### src/rtl/jse_pkg.sv
// shared types, character codes and limits for the json string escaper
package jse_pkg;

  // one scan slot: a byte to escape or a replacement character
  typedef struct packed {
    logic       vld;
    logic       repl;
    logic [7:0] chr;
  } tok_t;

  localparam int NUM_TOK = 4;

  // one queue entry: everything a single input beat expands to
  typedef struct packed {
    logic                     open_q;
    logic                     close_q;
    logic                     lossy;
    tok_t [NUM_TOK-1:0]       tok;
  } entry_t;

  typedef struct packed {
    logic empty;
    logic full;
  } q_stat_t;

  localparam int QUEUE_DEPTH = 4;

  // output phases of one entry: open quote, four slots, close quote
  localparam logic [2:0] PH_OPEN  = 3'd0;
  localparam logic [2:0] PH_CLOSE = 3'd5;
  localparam int         NUM_PH   = 6;

  localparam logic [7:0] CH_QUOTE  = 8'h22;
  localparam logic [7:0] CH_BSLASH = 8'h5C;
  localparam logic [7:0] CH_LF     = 8'h0A;
  localparam logic [7:0] CH_CR     = 8'h0D;
  localparam logic [7:0] CH_TAB    = 8'h09;
  localparam logic [7:0] CH_BS     = 8'h08;
  localparam logic [7:0] CH_FF     = 8'h0C;
  localparam logic [7:0] CH_SPACE  = 8'h20;
  localparam logic [7:0] CH_LC_N   = 8'h6E;
  localparam logic [7:0] CH_LC_R   = 8'h72;
  localparam logic [7:0] CH_LC_T   = 8'h74;
  localparam logic [7:0] CH_LC_B   = 8'h62;
  localparam logic [7:0] CH_LC_F   = 8'h66;
  localparam logic [7:0] CH_LC_U   = 8'h75;
  localparam logic [7:0] CH_LC_D   = 8'h64;
  localparam logic [7:0] CH_ZERO   = 8'h30;

  localparam logic [20:0] CP_MIN2    = 21'h00080;
  localparam logic [20:0] CP_MIN3    = 21'h00800;
  localparam logic [20:0] CP_MIN4    = 21'h10000;
  localparam logic [20:0] CP_SUR_LO  = 21'h0D800;
  localparam logic [20:0] CP_SUR_HI  = 21'h0DFFF;
  localparam logic [20:0] CP_MAX     = 21'h10FFFF;

endpackage

### src/rtl/jse_front.sv
// front end: utf-8 scan of held bytes plus the new byte, classifies each slot
module jse_front
  import jse_pkg::*;
(
  input  logic       clk,
  input  logic       rst_n,
  input  logic [7:0] in_byte,
  input  logic       in_first,
  input  logic       in_last,
  input  logic       in_nobyte,
  input  logic       accept,
  output entry_t     entry,
  output logic       push,
  output logic [1:0] held_cnt
);

  logic [7:0] held_r [3];
  logic [7:0] held_nxt [3];
  logic [1:0] held_cnt_r, held_cnt_nxt;
  logic       seen_r, seen_nxt;

  logic [1:0] hc_eff;
  logic [2:0] cnt;
  logic [7:0] win [7];
  logic       stopped;
  logic [2:0] stop_pos;
  logic [1:0] skip;
  logic       any_repl;
  logic       any_tok;
  logic [2:0] ln;

  function automatic logic [2:0] lead_len(input logic [7:0] c);
    logic [2:0] r;
    r = 3'd0;
    if (c[7:5] == 3'b110) r = 3'd2;
    else if (c[7:4] == 4'b1110) r = 3'd3;
    else if (c[7:3] == 5'b11110) r = 3'd4;
    return r;
  endfunction

  function automatic logic seq_ok(input logic [7:0] b0, input logic [7:0] b1,
                                  input logic [7:0] b2, input logic [7:0] b3,
                                  input logic [2:0] n);
    logic        cont;
    logic [20:0] cp;
    logic [20:0] cp_min;
    cont = (b1[7:6] == 2'b10) &&
           (n < 3'd3 || b2[7:6] == 2'b10) &&
           (n < 3'd4 || b3[7:6] == 2'b10);
    case (n)
      3'd2: begin
        cp     = {10'd0, b0[4:0], b1[5:0]};
        cp_min = CP_MIN2;
      end
      3'd3: begin
        cp     = {5'd0, b0[3:0], b1[5:0], b2[5:0]};
        cp_min = CP_MIN3;
      end
      default: begin
        cp     = {b0[2:0], b1[5:0], b2[5:0], b3[5:0]};
        cp_min = CP_MIN4;
      end
    endcase
    return cont && cp >= cp_min && !(cp >= CP_SUR_LO && cp <= CP_SUR_HI) &&
           cp <= CP_MAX;
  endfunction

  always_comb begin
    hc_eff = in_first ? 2'd0 : held_cnt_r;
    cnt    = {1'b0, hc_eff} + {2'b00, !in_nobyte};
    for (int k = 0; k < 7; k++) win[k] = 8'h00;
    for (int k = 0; k < 3; k++) begin
      if (2'(k) < hc_eff) win[k] = held_r[k];
    end
    for (int k = 0; k < 4; k++) begin
      if (3'(k) == {1'b0, hc_eff} && !in_nobyte) win[k] = in_byte;
    end

    // walk the window front to back, one slot per byte position
    stopped  = 1'b0;
    stop_pos = cnt;
    skip     = 2'd0;
    any_repl = 1'b0;
    entry    = '0;
    for (int k = 0; k < NUM_TOK; k++) begin
      ln = lead_len(win[k]);
      if (!stopped && 3'(k) < cnt) begin
        if (skip != 2'd0) begin
          entry.tok[k] = '{vld: 1'b1, repl: 1'b0, chr: win[k]};
          skip = skip - 2'd1;
        end else if (!win[k][7]) begin
          entry.tok[k] = '{vld: 1'b1, repl: 1'b0, chr: win[k]};
        end else if (ln == 3'd0) begin
          entry.tok[k] = '{vld: 1'b1, repl: 1'b1, chr: win[k]};
          any_repl = 1'b1;
        end else if ((cnt - 3'(k)) < ln) begin
          // incomplete tail: replace on the last beat, otherwise hold it
          if (in_last) begin
            entry.tok[k] = '{vld: 1'b1, repl: 1'b1, chr: win[k]};
            any_repl = 1'b1;
          end else begin
            stopped  = 1'b1;
            stop_pos = 3'(k);
          end
        end else if (seq_ok(win[k], win[k+1], win[k+2], win[k+3], ln)) begin
          entry.tok[k] = '{vld: 1'b1, repl: 1'b0, chr: win[k]};
          skip = 2'(ln - 3'd1);
        end else begin
          entry.tok[k] = '{vld: 1'b1, repl: 1'b1, chr: win[k]};
          any_repl = 1'b1;
        end
      end
    end

    for (int j = 0; j < 3; j++) held_nxt[j] = win[stop_pos + 3'(j)];
    held_cnt_nxt = (stopped && !in_last) ? 2'(cnt - stop_pos) : 2'd0;
    entry.lossy  = (!in_first && seen_r) || any_repl;
    seen_nxt     = in_last ? 1'b0 : entry.lossy;
    entry.open_q  = in_first;
    entry.close_q = in_last;

    any_tok = 1'b0;
    for (int k = 0; k < NUM_TOK; k++) any_tok = any_tok | entry.tok[k].vld;
    push = accept && (in_first || in_last || any_tok);
  end

  always_ff @(posedge clk) begin
    if (!rst_n) begin
      held_cnt_r <= 2'd0;
      seen_r     <= 1'b0;
    end else if (accept) begin
      held_cnt_r <= held_cnt_nxt;
      seen_r     <= seen_nxt;
    end
  end

  always_ff @(posedge clk) begin
    if (accept) begin
      for (int j = 0; j < 3; j++) held_r[j] <= held_nxt[j];
    end
  end

  assign held_cnt = held_cnt_r;

endmodule

### src/rtl/jse_queue.sv
// short entry queue between the scan front and the byte expander
module jse_queue
  import jse_pkg::*;
#(
  parameter int DEPTH = QUEUE_DEPTH
) (
  input  logic    clk,
  input  logic    rst_n,
  input  logic    push,
  input  entry_t  wr_entry,
  input  logic    pop,
  output entry_t  rd_entry,
  output q_stat_t stat
);

  localparam int PTR_W = (DEPTH > 1) ? $clog2(DEPTH) : 1;
  localparam int CNT_W = $clog2(DEPTH + 1);

  entry_t             mem_r [DEPTH];
  logic [PTR_W-1:0]   wr_ptr_r, wr_ptr_nxt;
  logic [PTR_W-1:0]   rd_ptr_r, rd_ptr_nxt;
  logic [CNT_W-1:0]   cnt_r, cnt_nxt;
  logic               do_push, do_pop;

  always_comb begin
    stat.empty = (cnt_r == CNT_W'(0));
    stat.full  = (cnt_r == CNT_W'(DEPTH));
    do_push    = push && !stat.full;
    do_pop     = pop && !stat.empty;
    wr_ptr_nxt = wr_ptr_r;
    rd_ptr_nxt = rd_ptr_r;
    if (do_push) begin
      wr_ptr_nxt = (wr_ptr_r == PTR_W'(DEPTH - 1)) ? '0 : wr_ptr_r + PTR_W'(1);
    end
    if (do_pop) begin
      rd_ptr_nxt = (rd_ptr_r == PTR_W'(DEPTH - 1)) ? '0 : rd_ptr_r + PTR_W'(1);
    end
    cnt_nxt = cnt_r + CNT_W'(do_push) - CNT_W'(do_pop);
  end

  always_ff @(posedge clk) begin
    if (!rst_n) begin
      wr_ptr_r <= '0;
      rd_ptr_r <= '0;
      cnt_r    <= '0;
    end else begin
      wr_ptr_r <= wr_ptr_nxt;
      rd_ptr_r <= rd_ptr_nxt;
      cnt_r    <= cnt_nxt;
    end
  end

  always_ff @(posedge clk) begin
    if (do_push) mem_r[wr_ptr_r] <= wr_entry;
  end

  assign rd_entry = mem_r[rd_ptr_r];

endmodule

### src/rtl/jse_back.sv
// back end: expands queue entries into escaped bytes through an output register
module jse_back
  import jse_pkg::*;
(
  input  logic       clk,
  input  logic       rst_n,
  input  entry_t     entry,
  input  q_stat_t    stat,
  output logic       pop,
  output logic       out_tvalid,
  input  logic       out_tready,
  output logic [7:0] out_tdata,
  output logic       out_tlast,
  output logic       out_tuser
);

  logic [2:0]        phase_r, phase_nxt;
  logic [2:0]        sub_r, sub_nxt;
  logic              ovld_r, ovld_nxt;
  logic [7:0]        odata_r;
  logic              olast_r, olossy_r;

  logic [NUM_PH-1:0] present;
  logic [2:0]        cur;
  logic              found;
  logic              has_next;
  tok_t              tk;
  logic [7:0]        ch;
  logic [2:0]        len;
  logic              eos, lossy;
  logic              step, last_sub;
  logic              is_short;
  logic [7:0]        short_ch;

  function automatic logic [7:0] hex_char(input logic [3:0] n);
    return (n < 4'd10) ? (CH_ZERO + {4'd0, n}) : (8'h57 + {4'd0, n});
  endfunction

  always_comb begin
    present[PH_OPEN]  = entry.open_q;
    for (int k = 0; k < NUM_TOK; k++) present[k+1] = entry.tok[k].vld;
    present[PH_CLOSE] = entry.close_q;

    // first live phase at or after the current one
    cur   = PH_OPEN;
    found = 1'b0;
    for (int p = 0; p < NUM_PH; p++) begin
      if (!found && present[p] && 3'(p) >= phase_r) begin
        cur   = 3'(p);
        found = 1'b1;
      end
    end
    has_next = 1'b0;
    for (int p = 0; p < NUM_PH; p++) begin
      if (present[p] && 3'(p) > cur) has_next = 1'b1;
    end

    tk = entry.tok[2'(cur - 3'd1)];
    is_short = 1'b1;
    case (tk.chr)
      CH_QUOTE:  short_ch = CH_QUOTE;
      CH_BSLASH: short_ch = CH_BSLASH;
      CH_LF:     short_ch = CH_LC_N;
      CH_CR:     short_ch = CH_LC_R;
      CH_TAB:    short_ch = CH_LC_T;
      CH_BS:     short_ch = CH_LC_B;
      CH_FF:     short_ch = CH_LC_F;
      default: begin
        short_ch = tk.chr;
        is_short = 1'b0;
      end
    endcase

    eos   = 1'b0;
    lossy = 1'b0;
    if (cur == PH_OPEN) begin
      ch  = CH_QUOTE;
      len = 3'd1;
    end else if (cur == PH_CLOSE) begin
      ch    = CH_QUOTE;
      len   = 3'd1;
      eos   = 1'b1;
      lossy = entry.lossy;
    end else if (tk.repl) begin
      // replacement character
      len = 3'd6;
      case (sub_r)
        3'd0:    ch = CH_BSLASH;
        3'd1:    ch = CH_LC_U;
        3'd2:    ch = CH_LC_F;
        3'd3:    ch = CH_LC_F;
        3'd4:    ch = CH_LC_F;
        default: ch = CH_LC_D;
      endcase
    end else if (is_short) begin
      len = 3'd2;
      ch  = (sub_r == 3'd0) ? CH_BSLASH : short_ch;
    end else if (tk.chr < CH_SPACE) begin
      // other control bytes as a four digit escape
      len = 3'd6;
      case (sub_r)
        3'd0:    ch = CH_BSLASH;
        3'd1:    ch = CH_LC_U;
        3'd2:    ch = CH_ZERO;
        3'd3:    ch = CH_ZERO;
        3'd4:    ch = hex_char(tk.chr[7:4]);
        default: ch = hex_char(tk.chr[3:0]);
      endcase
    end else begin
      len = 3'd1;
      ch  = tk.chr;
    end

    step     = !stat.empty && (!ovld_r || out_tready);
    last_sub = (sub_r == len - 3'd1);
    pop      = step && last_sub && !has_next;

    phase_nxt = phase_r;
    sub_nxt   = sub_r;
    if (step) begin
      if (!last_sub) begin
        sub_nxt = sub_r + 3'd1;
      end else if (has_next) begin
        phase_nxt = cur + 3'd1;
        sub_nxt   = 3'd0;
      end else begin
        phase_nxt = PH_OPEN;
        sub_nxt   = 3'd0;
      end
    end

    ovld_nxt = step || (ovld_r && !out_tready);
  end

  always_ff @(posedge clk) begin
    if (!rst_n) begin
      phase_r <= PH_OPEN;
      sub_r   <= 3'd0;
      ovld_r  <= 1'b0;
    end else begin
      phase_r <= phase_nxt;
      sub_r   <= sub_nxt;
      ovld_r  <= ovld_nxt;
    end
  end

  always_ff @(posedge clk) begin
    if (step) begin
      odata_r  <= ch;
      olast_r  <= eos;
      olossy_r <= lossy;
    end
  end

  assign out_tvalid = ovld_r;
  assign out_tdata  = odata_r;
  assign out_tlast  = olast_r;
  assign out_tuser  = olossy_r;

endmodule

### src/rtl/json_string_escaper_utf8_core.sv
// top level of the json string escaper with utf-8 validation
//
//  channel | dir | handshake          | contents
//  --------+-----+--------------------+------------------------------------------
//  in_     | in  | in_tvalid/tready   | tdata raw byte, tlast last beat,
//          |     |                    | tuser first beat / no byte
//  out_    | out | out_tvalid/tready  | tdata escaped byte, tlast closing quote,
//          |     |                    | tuser lossy flag
//
// one beat is scanned per cycle while the queue has room, one byte is output per
// cycle while an entry waits and out_tready does not stall it; a beat expands to up to
// 25 bytes, so the expander sets the sustained rate; a beat that only adds to a
// held sequence yields no bytes; a four-entry queue lets the scanner run ahead while
// expansions drain; in_tready drops only when that queue is full, the output register
// holds on out_tready low; beats pass through the queue, then the output register
// reset: synchronous active-low rst_n clears held bytes, lossy flag, queue and output
module json_string_escaper_utf8_core
  import jse_pkg::*;
#(
  parameter int QDEPTH = QUEUE_DEPTH
) (
  input  logic       clk,
  input  logic       rst_n,
  input  logic       in_tvalid,
  output logic       in_tready,
  input  logic [7:0] in_tdata,   // [7:0] data_byte
  input  logic       in_tlast,   // last_item
  input  logic [1:0] in_tuser,   // [0] first_item, [1] no_byte
  output logic       out_tvalid,
  input  logic       out_tready,
  output logic [7:0] out_tdata,  // [7:0] out_byte
  output logic       out_tlast,  // end_of_string
  output logic [0:0] out_tuser   // [0] lossy
);

  entry_t     fe_entry;
  entry_t     q_entry;
  logic       fe_push;
  logic       be_pop;
  logic       accept;
  logic [1:0] held_cnt;
  q_stat_t    q_stat;
  logic       be_lossy;

  // accept whenever the queue has room; empty beats never take a slot
  assign in_tready = !q_stat.full;
  assign accept    = in_tvalid && in_tready;

  jse_front u_front (
    .clk       (clk),
    .rst_n     (rst_n),
    .in_byte   (in_tdata),
    .in_first  (in_tuser[0]),
    .in_last   (in_tlast),
    .in_nobyte (in_tuser[1]),
    .accept    (accept),
    .entry     (fe_entry),
    .push      (fe_push),
    .held_cnt  (held_cnt)
  );

  jse_queue #(
    .DEPTH (QDEPTH)
  ) u_queue (
    .clk      (clk),
    .rst_n    (rst_n),
    .push     (fe_push),
    .wr_entry (fe_entry),
    .pop      (be_pop),
    .rd_entry (q_entry),
    .stat     (q_stat)
  );

  jse_back u_back (
    .clk        (clk),
    .rst_n      (rst_n),
    .entry      (q_entry),
    .stat       (q_stat),
    .pop        (be_pop),
    .out_tvalid (out_tvalid),
    .out_tready (out_tready),
    .out_tdata  (out_tdata),
    .out_tlast  (out_tlast),
    .out_tuser  (be_lossy)
  );

  assign out_tuser[0] = be_lossy;

  // queue status flags never both set
  a_q_stat: assert property (@(posedge clk) disable iff (!rst_n)
    !(q_stat.empty && q_stat.full))
    else $error("queue reports empty and full together");

  // nothing stays held across the end of a string
  a_flush: assert property (@(posedge clk) disable iff (!rst_n)
    (accept && in_tlast) |=> (held_cnt == 2'd0))
    else $error("held bytes survive a last beat");

  // the end marker only ever sits on the closing quote
  a_close: assert property (@(posedge clk) disable iff (!rst_n)
    (out_tvalid && out_tlast) |-> (out_tdata == CH_QUOTE))
    else $error("end of string on a byte other than a quote");

  // lossy is reported on the closing quote only
  a_lossy: assert property (@(posedge clk) disable iff (!rst_n)
    (out_tvalid && out_tuser[0]) |-> out_tlast)
    else $error("lossy flag outside the closing beat");

endmodule

### config.mk
export PLATFORM = sky130hd
export DESIGN_NAME = json_string_escaper_utf8_core
export DESIGN_NICKNAME = d
export VERILOG_FILES = /design/src/rtl/jse_pkg.sv /design/src/rtl/jse_front.sv /design/src/rtl/jse_queue.sv /design/src/rtl/jse_back.sv /design/src/rtl/json_string_escaper_utf8_core.sv
export SDC_FILE = /design/constraint.sdc
export NUM_CORES = 1
export LEC_CHECK = 0
export ABC_AREA = 1
export ABC_CLOCK_PERIOD_IN_PS = 14750
export BUFFER_PORTS_ARGS = -buffer_cell sky130_fd_sc_hd__buf_2
export CAP_MARGIN = 10
export CORE_MARGIN = 1
export CORE_UTILIZATION = 55
export DETAILED_ROUTE_END_ITERATION = 8
export PLACE_DENSITY = 0.78
export RECOVER_POWER = 50
export SYNTH_ARGS = -nofsm -noshare
export SYNTH_HDL_FRONTEND = slang
export SYNTH_HIERARCHICAL = 1
export SYNTH_SLANG_ARGS = --single-unit
### constraint.sdc
create_clock -name clk -period 14.75 [get_ports clk]
set_input_delay 2.95 -clock clk [delete_from_list [all_inputs] [get_ports clk]]
set_output_delay 2.95 -clock clk [all_outputs]
set_load 0.01 [all_outputs]
==> results of run 1 <==
==> worst min-delay path by stage <==
| stage | depth (start not counted) | start | end | slack [ns] |
|---|---|---|---|---|
| 2_1_floorplan | 2 | u_front/seen_r | u_front/seen_r | 0.44 |
| 3_3_place_gp | 2 | u_back/out_tvalid | u_back/out_tvalid | 0.46 |
| 3_5_place_dp | 2 | u_back/out_tvalid | u_back/out_tvalid | 0.47 |
| 4_1_cts | 2 | u_back/out_tvalid | u_back/out_tvalid | 0.48 |
| 5_1_grt | 2 | u_back/out_tvalid | u_back/out_tvalid | 0.50 |
| 6_report | 2 | u_back/out_tvalid | u_back/out_tvalid | 0.49 |
==> state kept, by name, indices dropped and copies added (netlist names), named ones only <==
name,cells
u_front/held_cnt,2
u_back/phase_r,3
u_queue/mem_r,172
u_queue/wr_ptr_r,2
u_back/sub_r,3
u_back/out_tuser,1
u_queue/rd_ptr_r,2
u_front/held_r,24
u_back/out_tvalid,1
u_back/out_tlast,1
u_queue/cnt_r,3
u_front/seen_r,1
u_back/out_tdata,8
==> cells by family after synthesis <==
kind of cell    count (synthesis)  share of synthesized area, %
xor+xnor                        3                         0.249
compound gates                323                          14.1
simple gates                  773                          25.5
fa+ha+maj                      39                          3.70
flops                         225                          48.3
buf+inv                       245                          8.11
==> area by class of cell <==
class | instances | area (um2)
clock inverters | 13 | 158
inverters | 190 | 713
flip-flops and latches | 225 | 6570
well taps | 324 | 405
fillers | 2073 | 9740
repair buffers | 37 | 179
multi-input cells | 1138 | 5870
clock buffers | 28 | 614
==> where the power goes <==
group          internal, mW  total [mW]  switching [mW]
registers             0.813       0.842          0.0281
logic                 0.280       0.987           0.706
clock network         0.351       0.587           0.236
==> worst max-delay path: cells and delay by family (launching register included) <==
kind / cells / cell delay, ns
compound gates: 3 / 0.57
flops: 1 / 0.31
fa+ha+maj: 5 / 1.61
simple gates: 14 / 3.50
buf+inv: 12 / 4.38
==> metal layers <==
layer,routed length [um],GRT usage (%)
met2,17800,48.1
met1,15000,38.7
met4,1490,12.3
met3,2920,3.62
met5,0,0
==> metrics by stage <==
step | power, mW | cell area, um2 | instances | hold slack [ns]
final | 2.42 | 14500 | 1955 | 0.491
after global routing | 2.57 | 14500 | 1955 | 0.504
after CTS | 2.44 | 14600 | 1955 | 0.478
after detailed placement | 1.85 | 13900 | 1914 | 0.471
after global placement | 1.83 | 13900 | 1914 | 0.464
after floorplan | 1.62 | 13600 | 1608 | 0.444
==> cell usage after synthesis (all sizes together), types with 3 or more instances <==
master,number
nand2,368
nor2,250
edfxtp,206
inv,184
o21ai,159
nand3,118
o22ai,60
a21oi,52
buf,40
ha,37
dfxtp,19
o211ai,16
clkbuf,15
nor3,15
nand4,13
a211oi,9
clkinv,6
a31oi,4
o21bai,4
o221ai,4
a22oi,3
nand3b,3
nor4,3
==> flow_summary.json, run 1 <==
{
  "status": "finished with violations",
  "violations": "max-capacitance violations, max-slew violations",
  "cts_hold_buf": 0,
  "ant_nets": 0,
  "synthFlopType": "edfxtp_1",
  "crit_end": "u_queue/cnt_r[1]",
  "die_height_um": 159,
  "finalCritPeriodShare_pct": 71.8,
  "worst_setup_path_end_kind": "flop",
  "crit_type": "flop to flop",
  "ys_ff_latch": 225,
  "vias": 11597,
  "diodes": 0,
  "numClockSinks": 225,
  "worstMarginPinSlew_ns": 3.62,
  "post-route-drc-count": 0,
  "dp_hpwl_um": 26100,
  "crit_top_cell": "inv_1",
  "max_stage_delay_ns": 2.54,
  "rrSetupSlack_ns": 4.16,
  "wl_per_cell_um": 19.0,
  "syn_area_um2": 13600,
  "cts_tree": "built",
  "wirelength_um": 37100,
  "final_common_cell": "nand2_1",
  "layout_common_cells": "336 x nand2_1, 225 x nor2_1, 206 x edfxtp_1",
  "rsz0062_at_grt": "no",
  "areaGrowthSynthToFinish_pct": 6.75,
  "postSynth.asyncResetShare_pct": 0,
  "grt_overflow": 0,
  "fmax_mhz": 94.5,
  "syn_area_per_cell_um2": 8.45,
  "cp-start-kind": "flop",
  "antenna_found_initial": 0,
  "rows": 57,
  "synth_area_leader_cell": "edfxtp_1",
  "core_um2": 24200,
  "reg2regPathDepth": 34,
  "track_usage_pct": 29.0,
  "pwr_density_cell_nw_per_um2": 166,
  "ys_warn_count": 6,
  "setup_viol": 0,
  "synth_edf_count": 206,
  "ys_top_cells_by_area": "edfxtp_1 46%, nand2_1 9.2%, nor2_1 6.3%",
  "cts_buffer_depth": 3,
  "finClkSkew_ns": 0.0145,
  "reg2reg_to": "u_queue/cnt_r[1]",
  "cts_setup_buffers": 0,
  "cp.required_ns": 15.16,
  "fin_ws_ns": 4.16,
  "synth_nets": 1662,
  "grt_max_degree": 88,
  "drt_iter0_markers": 1315,
  "slew_viol_final": 87,
  "clkLatencyLatePin_ns": 0.53,
  "ys_seq_area_share_pct": 48.3,
  "grt_pass1_wl_um": 57900,
  "synth.distinct_cells": 57,
  "start_util_pct": 56.1,
  "via_per_inst": 5.93,
  "drtPass1Iterations": 5,
  "critPathSlowestCell": "clkbuf_1",
  "period_needed_ns": 10.59,
  "hold_viol": 0,
  "path_max_fanout": 87,
  "cts-resized-gates": 0,
  "gp_congestion": 1.07,
  "min_path_type": "flop to flop",
  "cts_buffers": 23,
  "clk_pin_slew_ns": 0.06,
  "irDropWorstVdd_mv": 0.137,
  "slew_headroom_pct": -141,
  "netlist_instances": 1608,
  "finalNetCount": 1669,
  "drv_cap": 2,
  "total_leakage_power_nw": 5.91,
  "pre_cts_ws_ns": 5.71,
  "yosysTopAreaCellShare_pct": 45.5,
  "setup_tns_ns": 0,
  "arrival_ns": 11.00,
  "fin_util_pct": 59.8,
  "grt_pass1_vias": 10714,
  "cts_root_buffer": "clkbuf_16",
  "io_buffers": 26,
  "htree_levels": 1,
  "drive_above_1_share_pct": 9.56,
  "die_x_um": 159,
  "ioPinCount": 27,
  "dieArea_um2": 25300
}
Note: power is estimated with default switching activity, not from simulation.
==> inputs of run 2 (changes only) <==
--- a/config.mk
+++ b/config.mk
@@ -6,7 +6,7 @@
 export NUM_CORES = 1
 export LEC_CHECK = 0
 export ABC_AREA = 1
-export ABC_CLOCK_PERIOD_IN_PS = 14750
+export ABC_CLOCK_PERIOD_IN_PS = 10600
 export BUFFER_PORTS_ARGS = -buffer_cell sky130_fd_sc_hd__buf_2
 export CAP_MARGIN = 10
 export CORE_MARGIN = 1
==> constraint.sdc (replaced) <==
create_clock -name clk -period 10.6 [get_ports clk]
set_input_delay 2.12 -clock clk [delete_from_list [all_inputs] [get_ports clk]]
set_output_delay 2.12 -clock clk [all_outputs]
set_load 0.01 [all_outputs]
==> run 2 against run 1 <==
Effect of this change: the run now ends clean; power is 40% higher; critical path depth fell by 8; design area up 0.13%; sequential power increased by 39%; core utilization grew 0.077 points; global-route usage grew 0.12 points; worst hold slack improved by 0.012 ns; critical path type is now primary input to flop; routed wire length is 0.40% higher.
==> flow_summary.json, run 2 (synthesized netlist as in run 1, its figures left out) <==
{
  "wirelength_um": 37300,
  "worstMarginPinSlew_ns": 1.47,
  "clkPwrFrac_pct": 23.5,
  "finalCritPeriodShare_pct": 83.6,
  "areaGrowthSynthToFinish_pct": 6.89,
  "ioPinCount": 27,
  "fin_ws_ns": 1.74,
  "drv_cap": 0,
  "hold_viol": 0,
  "core_um2": 24200,
  "multi_input_area_um2": 5910,
  "internal-power_mw": 1.98,
  "io_buffers": 26,
  "setup_viol": 0,
  "gp_congestion": 1.04,
  "rows": 57,
  "vias": 11561,
  "finalNetCount": 1670,
  "finClkSkew_ns": 0.0315,
  "diodes": 0,
  "worstHoldStart": "u_front/seen_r",
  "drt_iter0_markers": 1333,
  "crit_type": "primary input to flop",
  "dp_hpwl_um": 26300,
  "arrival_ns": 9.06,
  "slew_headroom_pct": 1.90,
  "cts_buffers": 24,
  "cts-resized-gates": 0,
  "timing.critical_path.from": "in_tuser[0]",
  "status": "complete, no violations",
  "drtPass1Iterations": 6,
  "track_usage_pct": 29.2,
  "fmax_mhz": 113,
  "cts_tree": "built",
  "cts_buffer_depth": 3,
  "p_comb_share_pct": 41.8,
  "via_per_inst": 5.91,
  "antenna_found_initial": 1,
  "ant_nets": 0,
  "wl_per_cell_um": 19.1,
  "irDropWorstVdd_mv": 0.190,
  "final_common_cell": "nand2_1",
  "post-route-cell-area_um2": 14500,
  "fin_util_pct": 59.9,
  "post-route-drc-count": 0,
  "die_height_um": 159,
  "clkLatencyLatePin_ns": 0.54,
  "rsz0062_at_grt": "no",
  "drive_above_1_share_pct": 9.93,
  "dieArea_um2": 25300,
  "cts_setup_buffers": 0,
  "worst_setup_path_end_kind": "flop",
  "layout_common_cells": "336 x nand2_1, 224 x nor2_1, 206 x edfxtp_1",
  "grt_max_degree": 88,
  "clk_pin_slew_ns": 0.06,
  "top_register": "u_queue/mem_r",
  "pre_cts_ws_ns": 2.19,
  "die_x_um": 159,
  "cts_hold_buf": 0,
  "htree_levels": 1,
  "start_util_pct": 56.1,
  "p_sw_mw": 1.40,
  "total_leakage_power_nw": 5.92,
  "pwr_density_cell_nw_per_um2": 232,
  "slew_viol_final": 0,
  "cp.required_ns": 10.80,
  "grt_pass1_vias": 10955,
  "nFillCells": 2144,
  "dpl_cell_area_um2": 13900,
  "grt_overflow": 0,
  "grt_pass1_wl_um": 58200,
  "cp-start-kind": "primary input",
  "period_needed_ns": 8.86,
  "min_path_type": "flop to flop",
  "cts_root_buffer": "clkbuf_16",
  "seq_power_share_pct": 34.7,
  "numClockSinks": 225,
  "setup_tns_ns": 0,
  "largest_reg_flops": 172,
  "path_max_fanout": 24,
  "p_sw_share_pct": 41.3,
  "regArea_um2": 6570
}
-- run 2: changes by cell type in the layout (fill, tap and decap cells not counted), moves of 2 or more --
cell / previous run / this run
clkbuf_1: 22 / 18
bufinv_16: 3 / 1
buf_4: 7 / 9
clkbuf_8: 2 / 0
clkinv_8: 0 / 2
clkinv_1: 7 / 9
-- run 2: path summary, 6_finish.rpt --
kind / endpoint / slack, ns / cells after the start
worst max-delay path: u_queue/mem_r[2][7] / 1.74 / 26
worst min-delay path: u_front/seen_r / 0.50 / 2
worst max register to register: u_queue/cnt_r[1] / 2.01 / 35
worst min register to register: u_front/seen_r / 0.50 / 2
-- run 2: power by group through the flow --
stage | clock network [mW] | registers, mW | logic (mW)
4_1_cts | 0.808 | 1.17 | 1.40
3_5_place_dp | 0 | 1.19 | 1.40
2_1_floorplan | 0 | 1.19 | 1.06
6_report | 0.795 | 1.17 | 1.41
5_1_grt | 0.839 | 1.18 | 1.57
3_3_place_gp | 0 | 1.18 | 1.36
-- run 2: metrics by stage --
| step | cells | total power, mW | hold WS (ns) |
|---|---|---|---|
| 2_1_floorplan | 1608 | 2.25 | 0.444 |
| 3_3_place_gp | 1914 | 2.55 | 0.463 |
| 3_5_place_dp | 1914 | 2.59 | 0.494 |
| 4_1_cts | 1955 | 3.38 | 0.506 |
| 5_1_grt | 1955 | 3.59 | 0.520 |
| 6_report | 1955 | 3.38 | 0.502 |
-- run 2: critical path, stage by stage --
cell and delay [ns]:
clkbuf_1 0.42, inv_1 0.24, nand2_1 0.29, nand3_1 0.21
o21ai_0 0.64, inv_1 0.30, nand3_1 0.26, ha_1 0.28
a21oi_1 0.15, nand2_1 0.10, nor3_1 0.37, nand2_1 0.17
nand2_1 0.24, nor2_1 0.07, nor2_1 0.11, nor2_1 0.09
nand3_1 0.11, nand2_1 0.23, nand2_1 0.20, nand2_1 0.10
nor2_1 0.22, inv_1 0.21, a31oi_1 0.38, nand2_1 0.34
nor2_4 0.74, buf_4 0.42
-- run 2: layout make-up --
class,count,area share (%)
tap,324,2.79
clock inverter,16,0.965
clock buffer,25,4.16
sequential,225,45.2
inverter,190,4.91
timing repair buffer,37,1.28
multi-input combinational,1138,40.7
-- run 2: routing by layer --
| metal | up-vias | wire (um) | GRT usage (%) |
|---|---|---|---|
| li1 | 5486 | - | - |
| met1 | 5390 | 15000 | 37.3 |
| met2 | 547 | 17400 | 48.0 |
| met3 | 136 | 2880 | 4.48 |
| met4 | 2 | 2020 | 15.3 |
| met5 | - | 12 | 0 |
==> inputs of run 3 (changes only) <==
--- a/config.mk
+++ b/config.mk
@@ -6,7 +6,7 @@
 export NUM_CORES = 1
 export LEC_CHECK = 0
 export ABC_AREA = 1
-export ABC_CLOCK_PERIOD_IN_PS = 10600
+export ABC_CLOCK_PERIOD_IN_PS = 8620
 export BUFFER_PORTS_ARGS = -buffer_cell sky130_fd_sc_hd__buf_2
 export CAP_MARGIN = 10
 export CORE_MARGIN = 1
==> constraint.sdc (replaced) <==
create_clock -name clk -period 8.62 [get_ports clk]
set_input_delay 1.724 -clock clk [delete_from_list [all_inputs] [get_ports clk]]
set_output_delay 1.724 -clock clk [all_outputs]
set_load 0.01 [all_outputs]
==> run 3 against run 2 <==
Effect of this change: non-clock buffer count grew 9; final cell count grew 0.61%; sequential share of layout area shrank 0.058 points; setup slack lost 0.84 ns; clock-buffer cell count grew 7; power grew 21%; clock power grew 18%; critical path depth grew 11; critical endpoint is now u_queue/cnt_r[2].
==> flow_summary.json, run 3 (synthesized netlist as in run 1, its figures left out) <==
{
  "cts-resized-gates": 0,
  "gp_congestion": 1.02,
  "drv_cap": 0,
  "min_path_type": "flop to flop",
  "crit_type": "primary input to flop",
  "die_height_um": 159,
  "rsz0062_at_grt": "no",
  "finClkSkew_ns": 0.0108,
  "cts_hold_buf": 0,
  "worst_setup_path_end_kind": "flop",
  "status": "complete, no violations",
  "grt_max_degree": 66,
  "met3_usage_pct": 3.91,
  "grt_pass1_vias": 11010,
  "grt_overflow": 0,
  "rows": 57,
  "dp_hpwl_um": 26500,
  "path_max_fanout": 15,
  "cts_tree": "built",
  "busiest_layer": "met2",
  "grt_util_met2_pct": 47.7,
  "largest_reg_flops": 172,
  "pwr_density_cell_nw_per_um2": 280,
  "fmax_mhz": 129,
  "setup_tns_ns": 0,
  "io_buffers": 26,
  "finalCritPeriodShare_pct": 89.6,
  "finalNetCount": 1679,
  "numClockSinks": 225,
  "wl_per_cell_um": 19.1,
  "clk_pin_slew_ns": 0.06,
  "track_usage_pct": 29.6,
  "setup_viol": 0,
  "p_sw_share_pct": 41.2,
  "cp.required_ns": 9.07,
  "seq_power_share_pct": 35.3,
  "cts_buffers": 24,
  "drive_above_1_share_pct": 9.92,
  "diodes": 0,
  "max_stage_delay_ns": 0.55,
  "grt_pass1_wl_um": 59200,
  "irDropWorstVdd_mv": 0.192,
  "post-route-drc-count": 0,
  "drt_iter0_markers": 1354,
  "ioPinCount": 27,
  "post-route-cell-area_um2": 14500,
  "slew_viol_final": 0,
  "cts_buffer_depth": 3,
  "arrival_ns": 8.18,
  "core_um2": 24200,
  "critPathSlowestCell": "a31oi_1",
  "htree_levels": 1,
  "vias": 11780,
  "total_leakage_power_nw": 5.93,
  "path_delay_family": "simple AND/OR/NAND/NOR gates",
  "die_x_um": 159,
  "worstMarginPinSlew_ns": 1.43,
  "internal-power_mw": 2.40,
  "clkLatencyLatePin_ns": 0.52,
  "dieArea_um2": 25300,
  "start_util_pct": 56.1,
  "crit_top_cell": "nand2_1",
  "worst-path-buf-inv": 4,
  "dpl_cell_area_um2": 13900,
  "cts_root_buffer": "clkbuf_16",
  "top_register": "u_queue/mem_r",
  "clkPwrFrac_pct": 23.0,
  "ant_nets": 0,
  "antenna_found_initial": 0,
  "p_comb_share_pct": 41.7,
  "nFillCells": 2156,
  "hold_viol": 0,
  "drtPass1Iterations": 7,
  "cp-start-kind": "primary input",
  "period_needed_ns": 7.72,
  "via_per_inst": 5.99,
  "slew_headroom_pct": 4.34,
  "layout_common_cells": "338 x nand2_1, 226 x nor2_1, 206 x edfxtp_1",
  "wirelength_um": 37600,
  "final_common_cell": "nand2_1",
  "gr-usage-met1_pct": 40.8,
  "cts_setup_buffers": 0,
  "areaGrowthSynthToFinish_pct": 7.02,
  "p_sw_mw": 1.68
}
[run 3: changes by cell type in the layout (fill, tap and decap cells not counted), sizes merged]
cell    before  now
inv        186  185
buf         20   28
clkbuf      42   50
clkinv      18   16
bufinv       1    0
[run 3: final cells by class]
type                       count  area (um2)  share of cell area [%]
sequential                   225        6570                    45.1
multi-input combinational   1138        5900                    40.5
inverter                     190         713                    4.90
clock buffer                  32         641                    4.40
tap                          324         405                    2.79
timing repair buffer          46         253                    1.74
clock inverter                12        70.1                   0.482
[run 3: stage by stage]
step	instances	hold slack (ns)	util, %	worst slack [ns]	power (mW)
after floorplan	1608	0.444	-	1.08	2.77
after global placement	1923	0.463	57.4	1.00	3.16
after detailed placement	1923	0.471	57.4	0.849	3.19
after CTS	1967	0.487	60.3	1.37	4.13
after global routing	1967	0.511	60.0	0.404	4.33
final	1967	0.487	60.0	0.898	4.08
[run 3: power by group through the flow]
| stage | combinational [mW] | clock (mW) | sequential, mW |
|---|---|---|---|
| 2_1_floorplan | 1.30 | 0 | 1.47 |
| 3_3_place_gp | 1.70 | 0 | 1.46 |
| 3_5_place_dp | 1.73 | 0 | 1.46 |
| 4_1_cts | 1.74 | 0.952 | 1.44 |
| 5_1_grt | 1.89 | 0.992 | 1.45 |
| 6_report | 1.70 | 0.938 | 1.44 |
[run 3: routing by layer]
layer  routed length (um)  up-vias  share of wire [%]
li1                     -     5518                  -
met1                15700     5502                 42
met2                17100      652                 46
met3                 3220      108                8.6
met4                 1500        0                4.0
met5                    0        -                  0
[run 3: final timing paths]
path | start | endpoint | slack, ns | depth (start not counted)
max | in_tuser[0] | u_queue/cnt_r[2] | 0.90 | 37
min | u_back/out_tvalid | u_back/out_tvalid | 0.49 | 2
max reg2reg | flop | u_queue/cnt_r[1] | 1.29 | 37
min reg2reg | u_back/out_tvalid | u_back/out_tvalid | 0.49 | 2
[run 3: worst register-to-register path, delay by kind of cell, from the launching register on]
family          cells  cell delay [ns]
fa+ha+maj           5             1.45
compound gates      1             0.49
flops               1             0.31
simple gates       20             2.96
buf+inv            11             2.04
